File: config.mk
export PLATFORM = sky130hd
export DESIGN_NAME = ted_col
export DESIGN_NICKNAME = d
export VERILOG_FILES = /design/src/rtl/core/ted_pkg.sv /design/src/rtl/core/ted_col.sv
export SDC_FILE = /design/constraint.sdc
export NUM_CORES = 1
export LEC_CHECK = 0
export BUFFER_PORTS_ARGS = -buffer_cell sky130_fd_sc_hd__buf_4
export CAP_MARGIN = 20
export CORE_MARGIN = 5
export CORE_UTILIZATION = 40
export DETAILED_ROUTE_END_ITERATION = 10
export GPL_TIMING_DRIVEN = 0
export MAX_ROUTING_LAYER = met4
export PLACE_DENSITY = 0.67
export REMOVE_ABC_BUFFERS = 1
export SYNTH_ARGS = -nofsm -noshare
export SYNTH_HDL_FRONTEND = slang
export SYNTH_SLANG_ARGS = --single-unit
File: constraint.sdc
create_clock -name vclk -period 12.3
set_input_delay 2.46 -clock vclk [all_inputs]
set_output_delay 2.46 -clock vclk [all_outputs]
set_load 0.02 [all_outputs]
File: src/rtl/core/ted_pkg.sv
`default_nettype none

package ted_pkg;

    localparam int MAX_QUERY_LEN = 32;
    localparam int MAX_DEPTH     = 32;

    // column index 0..MAX_QUERY_LEN, query position, row index
    localparam int CW  = $clog2(MAX_QUERY_LEN + 1);
    localparam int QW  = $clog2(MAX_QUERY_LEN);
    localparam int DW  = $clog2(MAX_DEPTH);
    localparam int VW  = 7;
    localparam int CHW = 21;

    localparam logic [VW-1:0] ROW_MAX = 7'd127;

    // request kinds carried on tuser
    localparam logic CMD_LOAD_CHAR = 1'b0;
    localparam logic CMD_NODE_STEP = 1'b1;

    // configuration register indexes
    localparam logic [1:0] REG_QUERY_LENGTH   = 2'd0;
    localparam logic [1:0] REG_ALGORITHM_MODE = 2'd1;
    localparam logic [1:0] REG_CASE_SENSITIVE = 2'd2;

    // one column update, from the top level to the column unit
    typedef struct packed {
        logic           first;
        logic           tr_ok;
        logic           exact;
        logic [CHW-1:0] ch;
        logic [CHW-1:0] qc;
        logic [CHW-1:0] q1;
        logic [CHW-1:0] key;
        logic [VW-1:0]  left;
        logic [VW-1:0]  pv;
        logic [VW-1:0]  pdiag;
        logic [VW-1:0]  pp;
    } t_col_in;

    function automatic logic [CHW-1:0] fold(input logic [CHW-1:0] c, input logic exact);
        logic [CHW-1:0] r;
        r = c;
        if (!exact && c >= 21'h41 && c <= 21'h5A) begin
            r = c + 21'h20;
        end
        return r;
    endfunction

    function automatic logic [VW-1:0] sat_inc(input logic [VW-1:0] v);
        return (v >= ROW_MAX) ? ROW_MAX : v + 7'd1;
    endfunction

    // root row value at a column, held to the row range
    function automatic logic [VW-1:0] root_val(input logic [CW-1:0] k);
        return (32'(k) > 32'(ROW_MAX)) ? ROW_MAX : VW'(k);
    endfunction

endpackage

`default_nettype wire

File: src/rtl/core/ted_col.sv
`default_nettype none

module ted_col (
    input  var ted_pkg::t_col_in            i_col,
    output logic [ted_pkg::VW-1:0]           o_val
);
    import ted_pkg::*;

    logic [VW-1:0] a;
    logic [VW-1:0] b;
    logic [VW-1:0] c;
    logic [VW-1:0] t;
    logic [VW-1:0] m;
    logic          eq_q;
    logic          eq_key;
    logic          eq_ch1;
    logic          eq_qq;

    always_comb begin
        a      = sat_inc(i_col.left);
        b      = sat_inc(i_col.pv);
        c      = sat_inc(i_col.pdiag);
        t      = sat_inc(i_col.pp);
        eq_q   = fold(i_col.ch, i_col.exact) == fold(i_col.qc, i_col.exact);
        eq_key = fold(i_col.key, i_col.exact) == fold(i_col.qc, i_col.exact);
        eq_ch1 = fold(i_col.ch, i_col.exact) == fold(i_col.q1, i_col.exact);
        eq_qq  = fold(i_col.q1, i_col.exact) == fold(i_col.qc, i_col.exact);

        // substitution, insertion, deletion
        m = (a < b) ? a : b;
        if (c < m) begin
            m = c;
        end

        if (i_col.first) begin
            o_val = b;
        end else if (eq_q) begin
            o_val = i_col.pdiag;
        end else begin
            o_val = m;
        end

        // adjacent transposition
        if (i_col.tr_ok && eq_key && eq_ch1 && !eq_qq && t < o_val) begin
            o_val = t;
        end
    end

endmodule

`default_nettype wire
==> results of run 1 <==
-- layout by cell type, fill, tap and decap left out, types with 9 or more instances in the layout --
master | synthesis | routed
nand3_1 | 15 | 15
buf_4 | 1 | 124
nand4_1 | 17 | 17
a31oi_1 | 11 | 11
a21oi_1 | 22 | 21
xnor2_1 | 39 | 39
nor2_1 | 21 | 21
nor4_1 | 24 | 24
nand2_1 | 25 | 25
inv_1 | 24 | 24
nand2b_1 | 10 | 10
o21ai_0 | 22 | 22
xor2_1 | 50 | 50
nor3b_1 | 9 | 9
ha_1 | 27 | 27
-- metrics by stage --
stage	total power, W	utilization, %
after floorplan	0.000101	-
after global placement	0.000180	54.1
after detailed placement	0.000181	54.1
after CTS	0.000183	54.1
after global routing	0.000204	54.7
final	0.000188	54.7
-- layout make-up --
| type | count | share of cell area [%] |
|---|---|---|
| multi-input cells | 412 | 73.1 |
| inverters | 24 | 2.11 |
| repair buffers | 124 | 21.8 |
| well taps | 102 | 2.99 |
-- metal layers --
| metal | up-vias | wire [um] | GRT usage (%) |
|---|---|---|---|
| met3 | 27 | 862 | 2.64 |
| li1 | 1938 | - | - |
| met2 | 174 | 5610 | 39.3 |
| met4 | 0 | 367 | 7.56 |
| met1 | 1777 | 5090 | 27.9 |
| met5 | - | 0 | - |
-- cell families after synthesis --
group | Yosys count
AND/OR/NAND/NOR | 164
multiplexers | 12
AO/OA/AOI/OAI | 120
buffers and inverters | 35
XOR/XNOR | 89
adder cells (fa/ha/maj) | 27
-- report_power, final --
group / switching, W / leakage, nW / total (W) / internal [W]
clock: 0 / 0 / 0 / 0
sequential: 0 / 0 / 0 / 0
combinational: 0.000100 / 1.79 / 0.000188 / 0.0000876
total: 0.000100 / 1.79 / 0.000188 / 0.0000876
-- worst paths after layout --
| path | start | end | depth (start not counted) |
|---|---|---|---|
| max | i_col[14] | o_val[1] | 32 |
| min | i_col[6] | o_val[6] | 4 |
-- what timing repair did --
item / in CTS / in global routing
setup endpoints to repair: 4 / 7
buffers inserted: 0 / 2
gates cloned: 0 / 0
pin swaps: 0 / 1
gates resized for setup: 2 / 9
-- critical path, delay by kind of cell --
| family | cells | cell delay [ns] |
|---|---|---|
| buf+inv | 3 | 0.37 |
| simple gates | 10 | 1.97 |
| fa+ha+maj | 4 | 1.12 |
| compound gates | 12 | 2.68 |
| mux | 3 | 0.82 |
==> impl_results.md, run 1 <==
* DP Cell Count at 660
* Average size of a mapped cell at 7.25 sq um
* I/O pin count at 122
* Synthesis-to-finish area growth at 31.9%
* Final Cell Area at 0.00427 sq mm
* All-layer global routing usage at 22.9%
* Non-filler cells, final at 662
* Synth area leaders: xor2_1 (14%), xnor2_1 (11%), ha_1 (10%)
* # fillers at 769
* Hold Crit Class: in -> out
* Synthesized area at 0.00324 sq mm
* CP dominant cell by count: ha_1
* Setup tns final at 0 ns
* Vert. Die Dim at 100 um
* Initial detailed-routing violation count at 131
* Buffers on Ports at 122
* CP max-delay cell: o32a_1
* Worst IR Drop VDD at 34.6 uV
* Post-synth top area cell: xor2_1
* Measured slew at the worst slew-check pin at 0.916 ns
* Synth Area in Adders at 10.4%
* Final WS setup at 0.423 ns
* Initial antenna violation count at 0
* Post-synth top cells: xor2_1 (50), xnor2_1 (39), ha_1 (27)
* Total of max-cap violations at 0
* Xor/xnor cell area share of the yosys netlist at 24.1%
* Fin crit share at 96.6%
* Drt total wl at 11.9 mm
* Worst setup EP type: primary output
* Final hold slack at 5.36 ns
* Min Tclk post-route at 11.88 ns
* Vias in the first global route at 3760
* Share of post-route cells with drive strength above 1 at 27.3%
* Final Slew Violations at 0
* Total grt overflow at 0
* Drt first pass iters at 4
* Worst-path fanout max at 9
* Yosys top cell area share at 13.5%
* Synth Area in Compound Gates at 26.6%
* Synth Instances at 447
* Vias after detailed routing at 3916
* Post-route ant nets at 0
* Place WS at -0.179 ns
* Warnings, synthesis at 0
* Multi-input gate area at 0.00312 sq mm
* Worst setup SP type: input pin
* Largest net degree at the start of global routing at 16
* Main combinational cell family by area after synthesis: simple AND/OR/NAND/NOR gates
* Max-slew headroom at 38.6%
* Vias/cell at 5.92
* Initial Util at 41.5%
* Sequential area share after synthesis at 0%
* Status: complete, no violations
* Top-count cell post-synth: xor2_1
* Clock buffers at 0
* Final net count at 704
* Fmax at 84.2 MHz
* DR WL/cell at 18.0 um
* FF+latch count at 0
* Die width at 100 um
* Yosys cell types at 68
* Crit path kind: in -> out
* Final setup vio count at 0
* Ant. Diodes at 0
* Core area at 0.00781 sq mm
* Final Hold Fails at 0
* Multiplexer area fraction after synthesis at 3.94%
* Residual DRC at 0
* Leakage at 1.79 nW
* Crit path required time at 9.84 ns
* DIE AREA at 0.0100 sq mm
* # rows at 32
* Synth Area in Simple Gates at 30.2%
* Dpl cell area at 0.00422 sq mm
* Final GP Congestion at 1.00
* Hold buffers post-CTS at 0
* CP peak stage delay at 0.41 ns
* First-pass GRT wire length at 18.4 mm
* HPWL after DPL at 10.3 mm
* PwrDens at 43.9 mW/mm^2
* Storage element area at 0 sq um
* Crit path DAT at 9.42 ns
Power figures use the tool's default switching activity.
==> run 2: changes to the inputs <==
--- a/config.mk
+++ b/config.mk
@@ -5,6 +5,7 @@
 export SDC_FILE = /design/constraint.sdc
 export NUM_CORES = 1
 export LEC_CHECK = 0
+export ABC_AREA = 1
 export BUFFER_PORTS_ARGS = -buffer_cell sky130_fd_sc_hd__buf_4
 export CAP_MARGIN = 20
 export CORE_MARGIN = 5
@@ -12,7 +13,7 @@
 export DETAILED_ROUTE_END_ITERATION = 10
 export GPL_TIMING_DRIVEN = 0
 export MAX_ROUTING_LAYER = met4
-export PLACE_DENSITY = 0.67
+export PLACE_DENSITY = 0.66
 export REMOVE_ABC_BUFFERS = 1
 export SYNTH_ARGS = -nofsm -noshare
 export SYNTH_HDL_FRONTEND = slang
==> impl_results.md, run 2 <==
* Hold buffers post-CTS at 0 (unchanged)
* # rows at 34 (+6.3%)
* DP Cell Count at 877 (+33%)
* Initial antenna violation count at 0 (unchanged)
* Residual DRC at 0 (unchanged)
* Crit path required time at 9.84 ns (about the same)
* Crit path kind: in -> out
* RSZ-0062 raised after global routing: no
* All-layer global routing usage at 23.1% (+0.23 points)
* Initial detailed-routing violation count at 155 (+18%)
* Synth area leaders: nand2_1 (18%), inv_1 (12%), ha_1 (9.7%)
* Post-route ant nets at 0 (unchanged)
* Max-slew headroom at 62.6% (+24 points)
* Synthesis-to-finish area growth at 29.7%
* Total of max-cap violations at 0 (unchanged)
* Final Util at 52.6% (-2.1 points)
* GRT busiest layer: met2
* Die width at 103 um (+3.3%)
* FF+latch count at 0 (unchanged)
* Final GP Congestion at 0.939 (-6.2%)
* Hold Crit Class: in -> out
* Vias in the first global route at 4360 (+16%)
* DIE AREA at 0.0107 sq mm (+6.8%)
* Core area at 0.00859 sq mm (+10%)
* Sequential area share after synthesis at 0% (unchanged)
* Yosys cell types at 40 (-41%)
* Top-count cell post-synth: nand2_1
* CP peak stage delay at 0.43 ns (+0.02 ns)
* M1 GR Usage at 29.7% (+1.8 points)
* Status: complete, no violations
* DR WL/cell at 13.8 um (-23%)
* Post-synth top cells: nand2_1 (166), inv_1 (110), nor2_1 (63)
* Final net count at 913 (+30%)
* Vias after detailed routing at 4546 (+16%)
* Clock buffers at 0 (unchanged)
* I/O pin count at 122 (unchanged)
* Final Hold Fails at 0 (unchanged)
* Storage element area at 0 sq um (unchanged)
* Share of post-route cells with drive strength above 1 at 22.0% (-5.3 points)
* Worst IR Drop VDD at 14.6 uV (-58%)
* Post-CTS Resized at 0 (-2)
* Setup crit end: o_val[5]
* HPWL after DPL at 10.9 mm (+5.4%)
* Warnings, synthesis at 0 (unchanged)
* Setup tns final at 0 ns (unchanged)
* Drt first pass iters at 4 (unchanged)
* PwrDens at 41.4 mW/mm^2 (-5.8%)
* Crit path DAT at 8.68 ns (-0.74 ns)
* Measured slew at the worst slew-check pin at 0.556 ns (-0.360 ns)
* Worst setup EP type: primary output
* Ant. Diodes at 0 (unchanged)
* Fmax at 89.7 MHz (+6.6%)
* CP dominant cell by count: nand2_1
* Post-synth top area cell: nand2_1
* Vert. Die Dim at 103 um (+3.3%)
* First-pass GRT wire length at 19.7 mm (+7.0%)
* Place WS at 1.18 ns (+1.36 ns)
* Commonest non-fill, non-tap cell in the layout: nand2_1
* CP max-delay cell: a211oi_1
* Met3 Use GR at 1.01% (-1.6 points)
* Most frequent cells in the layout: nand2_1 (166), buf_4 (122), inv_1 (110)
* Post-CTS Repair Setup Buffers at 0 (unchanged)
* Non-filler cells, final at 877 (+32%)
* Worst-path fanout max at 13 (+4)
* Worst setup SP type: input pin
* Drt total wl at 12.1 mm (+1.7%)
* Final WS setup at 1.16 ns (+0.732 ns)
* Buffers on Ports at 122 (unchanged)
* Average size of a mapped cell at 5.37 sq um (-26%)
* CP startpoint: i_col[14]
* Min Tclk post-route at 11.14 ns (-0.732 ns)
* Met2 Use GR at 41.6% (+2.4 points)
* Final setup vio count at 0 (unchanged)
* Yosys top cell area share at 17.9% (+4.4 points)
* Synth Instances at 649 (+45%)
* Initial Util at 40.6% (-0.96 points)
* Total grt overflow at 0 (unchanged)
* Synthesized area at 0.00348 sq mm (+7.5%)
* Fin crit share at 90.6% (-6.0 points)
* Largest net degree at the start of global routing at 14 (-2)
* Final Slew Violations at 0 (unchanged)
* Leakage at 2.48 nW (+38%)
* Vias/cell at 5.18 (-12%)
run 2: cell types whose count changed in the layout (fill, tap and decap cells not counted), sizes merged, moves of 11 or more:
| cell | change |
|---|---|
| inv | +90 |
| xnor2 | -18 |
| o21ai | +11 |
| xor2 | -23 |
| nor2 | +48 |
| nand3 | +42 |
| a31oi | -11 |
| nand2 | +158 |
run 2: stage by stage:
step / power [W] / area (sq um) / hold slack, ns
finish: 0.000187 / 4520 / 5.38
global route: 0.000210 / 4520 / 5.45
CTS: 0.000187 / 4520 / 5.39
detailed placement: 0.000186 / 4520 / 5.39
global placement: 0.000184 / 4520 / 5.38
floorplan: 0.000110 / 3470 / 5.16
run 2: routing by layer:
metal	vias to the layer above	wire, um
met2	112	6100
met1	2034	5510
met5	-	0
met4	0	55
li1	2390	-
met3	10	471
run 2: cell type report:
cell class                 count  area [sq um]
multi-input combinational    532          3040
fill                         962          4070
inverter                     115           433
timing repair buffer         122           916
tap                          108           135
run 2: kinds of logic (layout without fill, tap and decap cells):
logic type                 Yosys count  in the layout  synth area share, %
xor gates and xnor gates            48             48                 12.1
AOI/OAI and AO/OA                   92             92                 16.2
buffers and inverters              117            237                 12.9
adders and majority gates           27             27                 9.69
and+or+nand+nor                    365            365                 49.2
run 2: power breakdown:
group          switching, W  internal (W)
Combinational      0.000108     0.0000792
Sequential                0             0
Clock                     0             0
run 2: how the worst min path moves through the flow:
stage	start	endpoint	cells past startpoint
global placement	i_col[0]	o_val[0]	5
detailed placement	i_col[0]	o_val[0]	5
finish	i_col[0]	o_val[0]	5
global route	i_col[0]	o_val[0]	5
CTS	i_col[0]	o_val[0]	5
floorplan	i_col[114]	o_val[2]	3
run 2: critical path, delay by kind of cell:
kind	cells	cell delay, ns
and+or+nand+nor	24	2.97
AOI/OAI and AO/OA	8	1.59
adders and majority gates	4	0.97
buffers and inverters	6	0.70
==> run 3: changes to the inputs <==
==> constraint.sdc (replaced) <==
create_clock -name vclk -period 11.2
set_input_delay 2.24 -clock vclk [all_inputs]
set_output_delay 2.24 -clock vclk [all_outputs]
set_load 0.02 [all_outputs]
==> impl_results.md, run 3 (synthesis gave the netlist of run 2 again) <==
* FF+latch count at 0 (unchanged)
* Total of max-cap violations at 0 (unchanged)
* Initial antenna violation count at 0 (unchanged)
* Worst-path fanout max at 13 (unchanged)
* CP max-delay cell: nor4_1
* Final WS setup at 0.686 ns (-0.469 ns)
* Initial Util at 40.6% (unchanged)
* Vias after detailed routing at 4558 (+0.26%)
* M1 GR Usage at 29.7% (unchanged)
* Storage element area at 0 sq um (unchanged)
* Most frequent cells in the layout: nand2_1 (166), buf_4 (122), inv_1 (110)
* RSZ-0062 raised after global routing: no
* Min Tclk post-route at 10.51 ns
* Clock buffers at 0 (unchanged)
* GRT busiest layer: met2
* Synthesis-to-finish area growth at 29.8%
* Setup tns final at 0 ns (unchanged)
* Post-CTS Repair Setup Buffers at 0 (unchanged)
* Core area at 0.00859 sq mm (unchanged)
* Share of post-route cells with drive strength above 1 at 22.1% (+0.13 points)
* Final setup vio count at 0 (unchanged)
* Post-route ant nets at 0 (unchanged)
* # fillers at 961 (-0.10%)
* Fin crit share at 93.9%
* Max-slew headroom at 62.6% (unchanged)
* Total chip power at 0.000206 W (+10%)
* Hold buffers post-CTS at 0 (unchanged)
* Vias in the first global route at 4360 (unchanged)
* HPWL after DPL at 10.9 mm (unchanged)
* Final GP Congestion at 0.939 (unchanged)
* First-pass GRT wire length at 19.7 mm (unchanged)
* Leakage at 2.48 nW (about the same)
* I/O pin count at 122 (unchanged)
* Die width at 103 um (unchanged)
* Drt total wl at 12.1 mm (about the same)
* DR WL/cell at 13.8 um (about the same)
* Total grt overflow at 0 (unchanged)
* Buffers on Ports at 122 (unchanged)
* CP peak stage delay at 0.42 ns (about the same)
* Initial detailed-routing violation count at 158 (+1.9%)
* Vias/cell at 5.20 (+0.26%)
* Ant. Diodes at 0 (unchanged)
* All-layer global routing usage at 23.1% (unchanged)
* Hold path cells at 5 (unchanged)
* Hold Startpoint: i_col[0]
* Vert. Die Dim at 103 um (unchanged)
* Largest net degree at the start of global routing at 14 (unchanged)
* Worst setup EP type: primary output
* Fmax at 95.1 MHz
* PwrDens at 45.6 mW/mm^2 (+10%)
* Final Slew Violations at 0 (unchanged)
* Drt first pass iters at 5 (+1)
* Measured slew at the worst slew-check pin at 0.556 ns (unchanged)
* Post-CTS Resized at 0 (unchanged)
* Met3 Use GR at 1.01% (unchanged)
* Final Hold Fails at 0 (unchanged)
* Worst IR Drop VDD at 16.1 uV (+9.8%)
* Crit path required time at 8.96 ns (-0.88 ns)
* Status: complete, no violations
* Hold path endpoint: o_val[0]
* Commonest non-fill, non-tap cell in the layout: nand2_1
* Final net count at 913 (unchanged)
* Worst setup SP type: input pin
* CP dominant cell by count: nand2_1
* # rows at 34 (unchanged)
* Place WS at 0.517 ns (-0.660 ns)
* DIE AREA at 0.0107 sq mm (unchanged)
* Hold Crit Class: in -> out
* Met2 Use GR at 41.6% (unchanged)
* Crit path kind: in -> out
* Crit path DAT at 8.27 ns (-0.41 ns)
* Residual DRC at 0 (unchanged)
[run 3: final cells by class]
type / instances / area [sq um] / area share [%]
inverter: 115 / 433 / 9.57
multi-input combinational: 532 / 3040 / 67.2
tap: 108 / 135 / 2.99
timing repair buffer: 122 / 916 / 20.2
[run 3: worst max-delay path, delay by kind of cell]
family | cells | cell delay [ns]
compound gates | 8 | 1.42
fa+ha+maj | 4 | 0.97
buf+inv | 6 | 0.69
simple gates | 24 | 2.98
[run 3: per-layer routing]
layer,vias to the layer above,part of all wire [%]
met4,0,0.45
met2,129,50
met1,2031,45
met3,10,4.5
met5,-,0
li1,2388,-
[run 3: how the worst max path moves through the flow]
stage,startpoint,end,cells past startpoint
after floorplan,i_col[21],o_val[1],39
after global placement,i_col[14],o_val[5],42
after detailed placement,i_col[14],o_val[5],42
after CTS,i_col[14],o_val[5],42
after global routing,i_col[14],o_val[4],42
final,i_col[14],o_val[5],42
[run 3: metrics by stage]
stage                     instance area (sq um)  util, %  cells  hold slack [ns]
after floorplan                            3470        -    647             4.72
after global placement                     4520     52.6    877             4.94
after detailed placement                   4520     52.6    877             4.95
after CTS                                  4520     52.6    877             4.95
after global routing                       4520     52.7    877             5.01
final                                      4520     52.7    877             4.94
[run 3: where the power goes]
part           internal [W]  switching, W
Combinational     0.0000875      0.000119
Clock                     0             0
Sequential                0             0
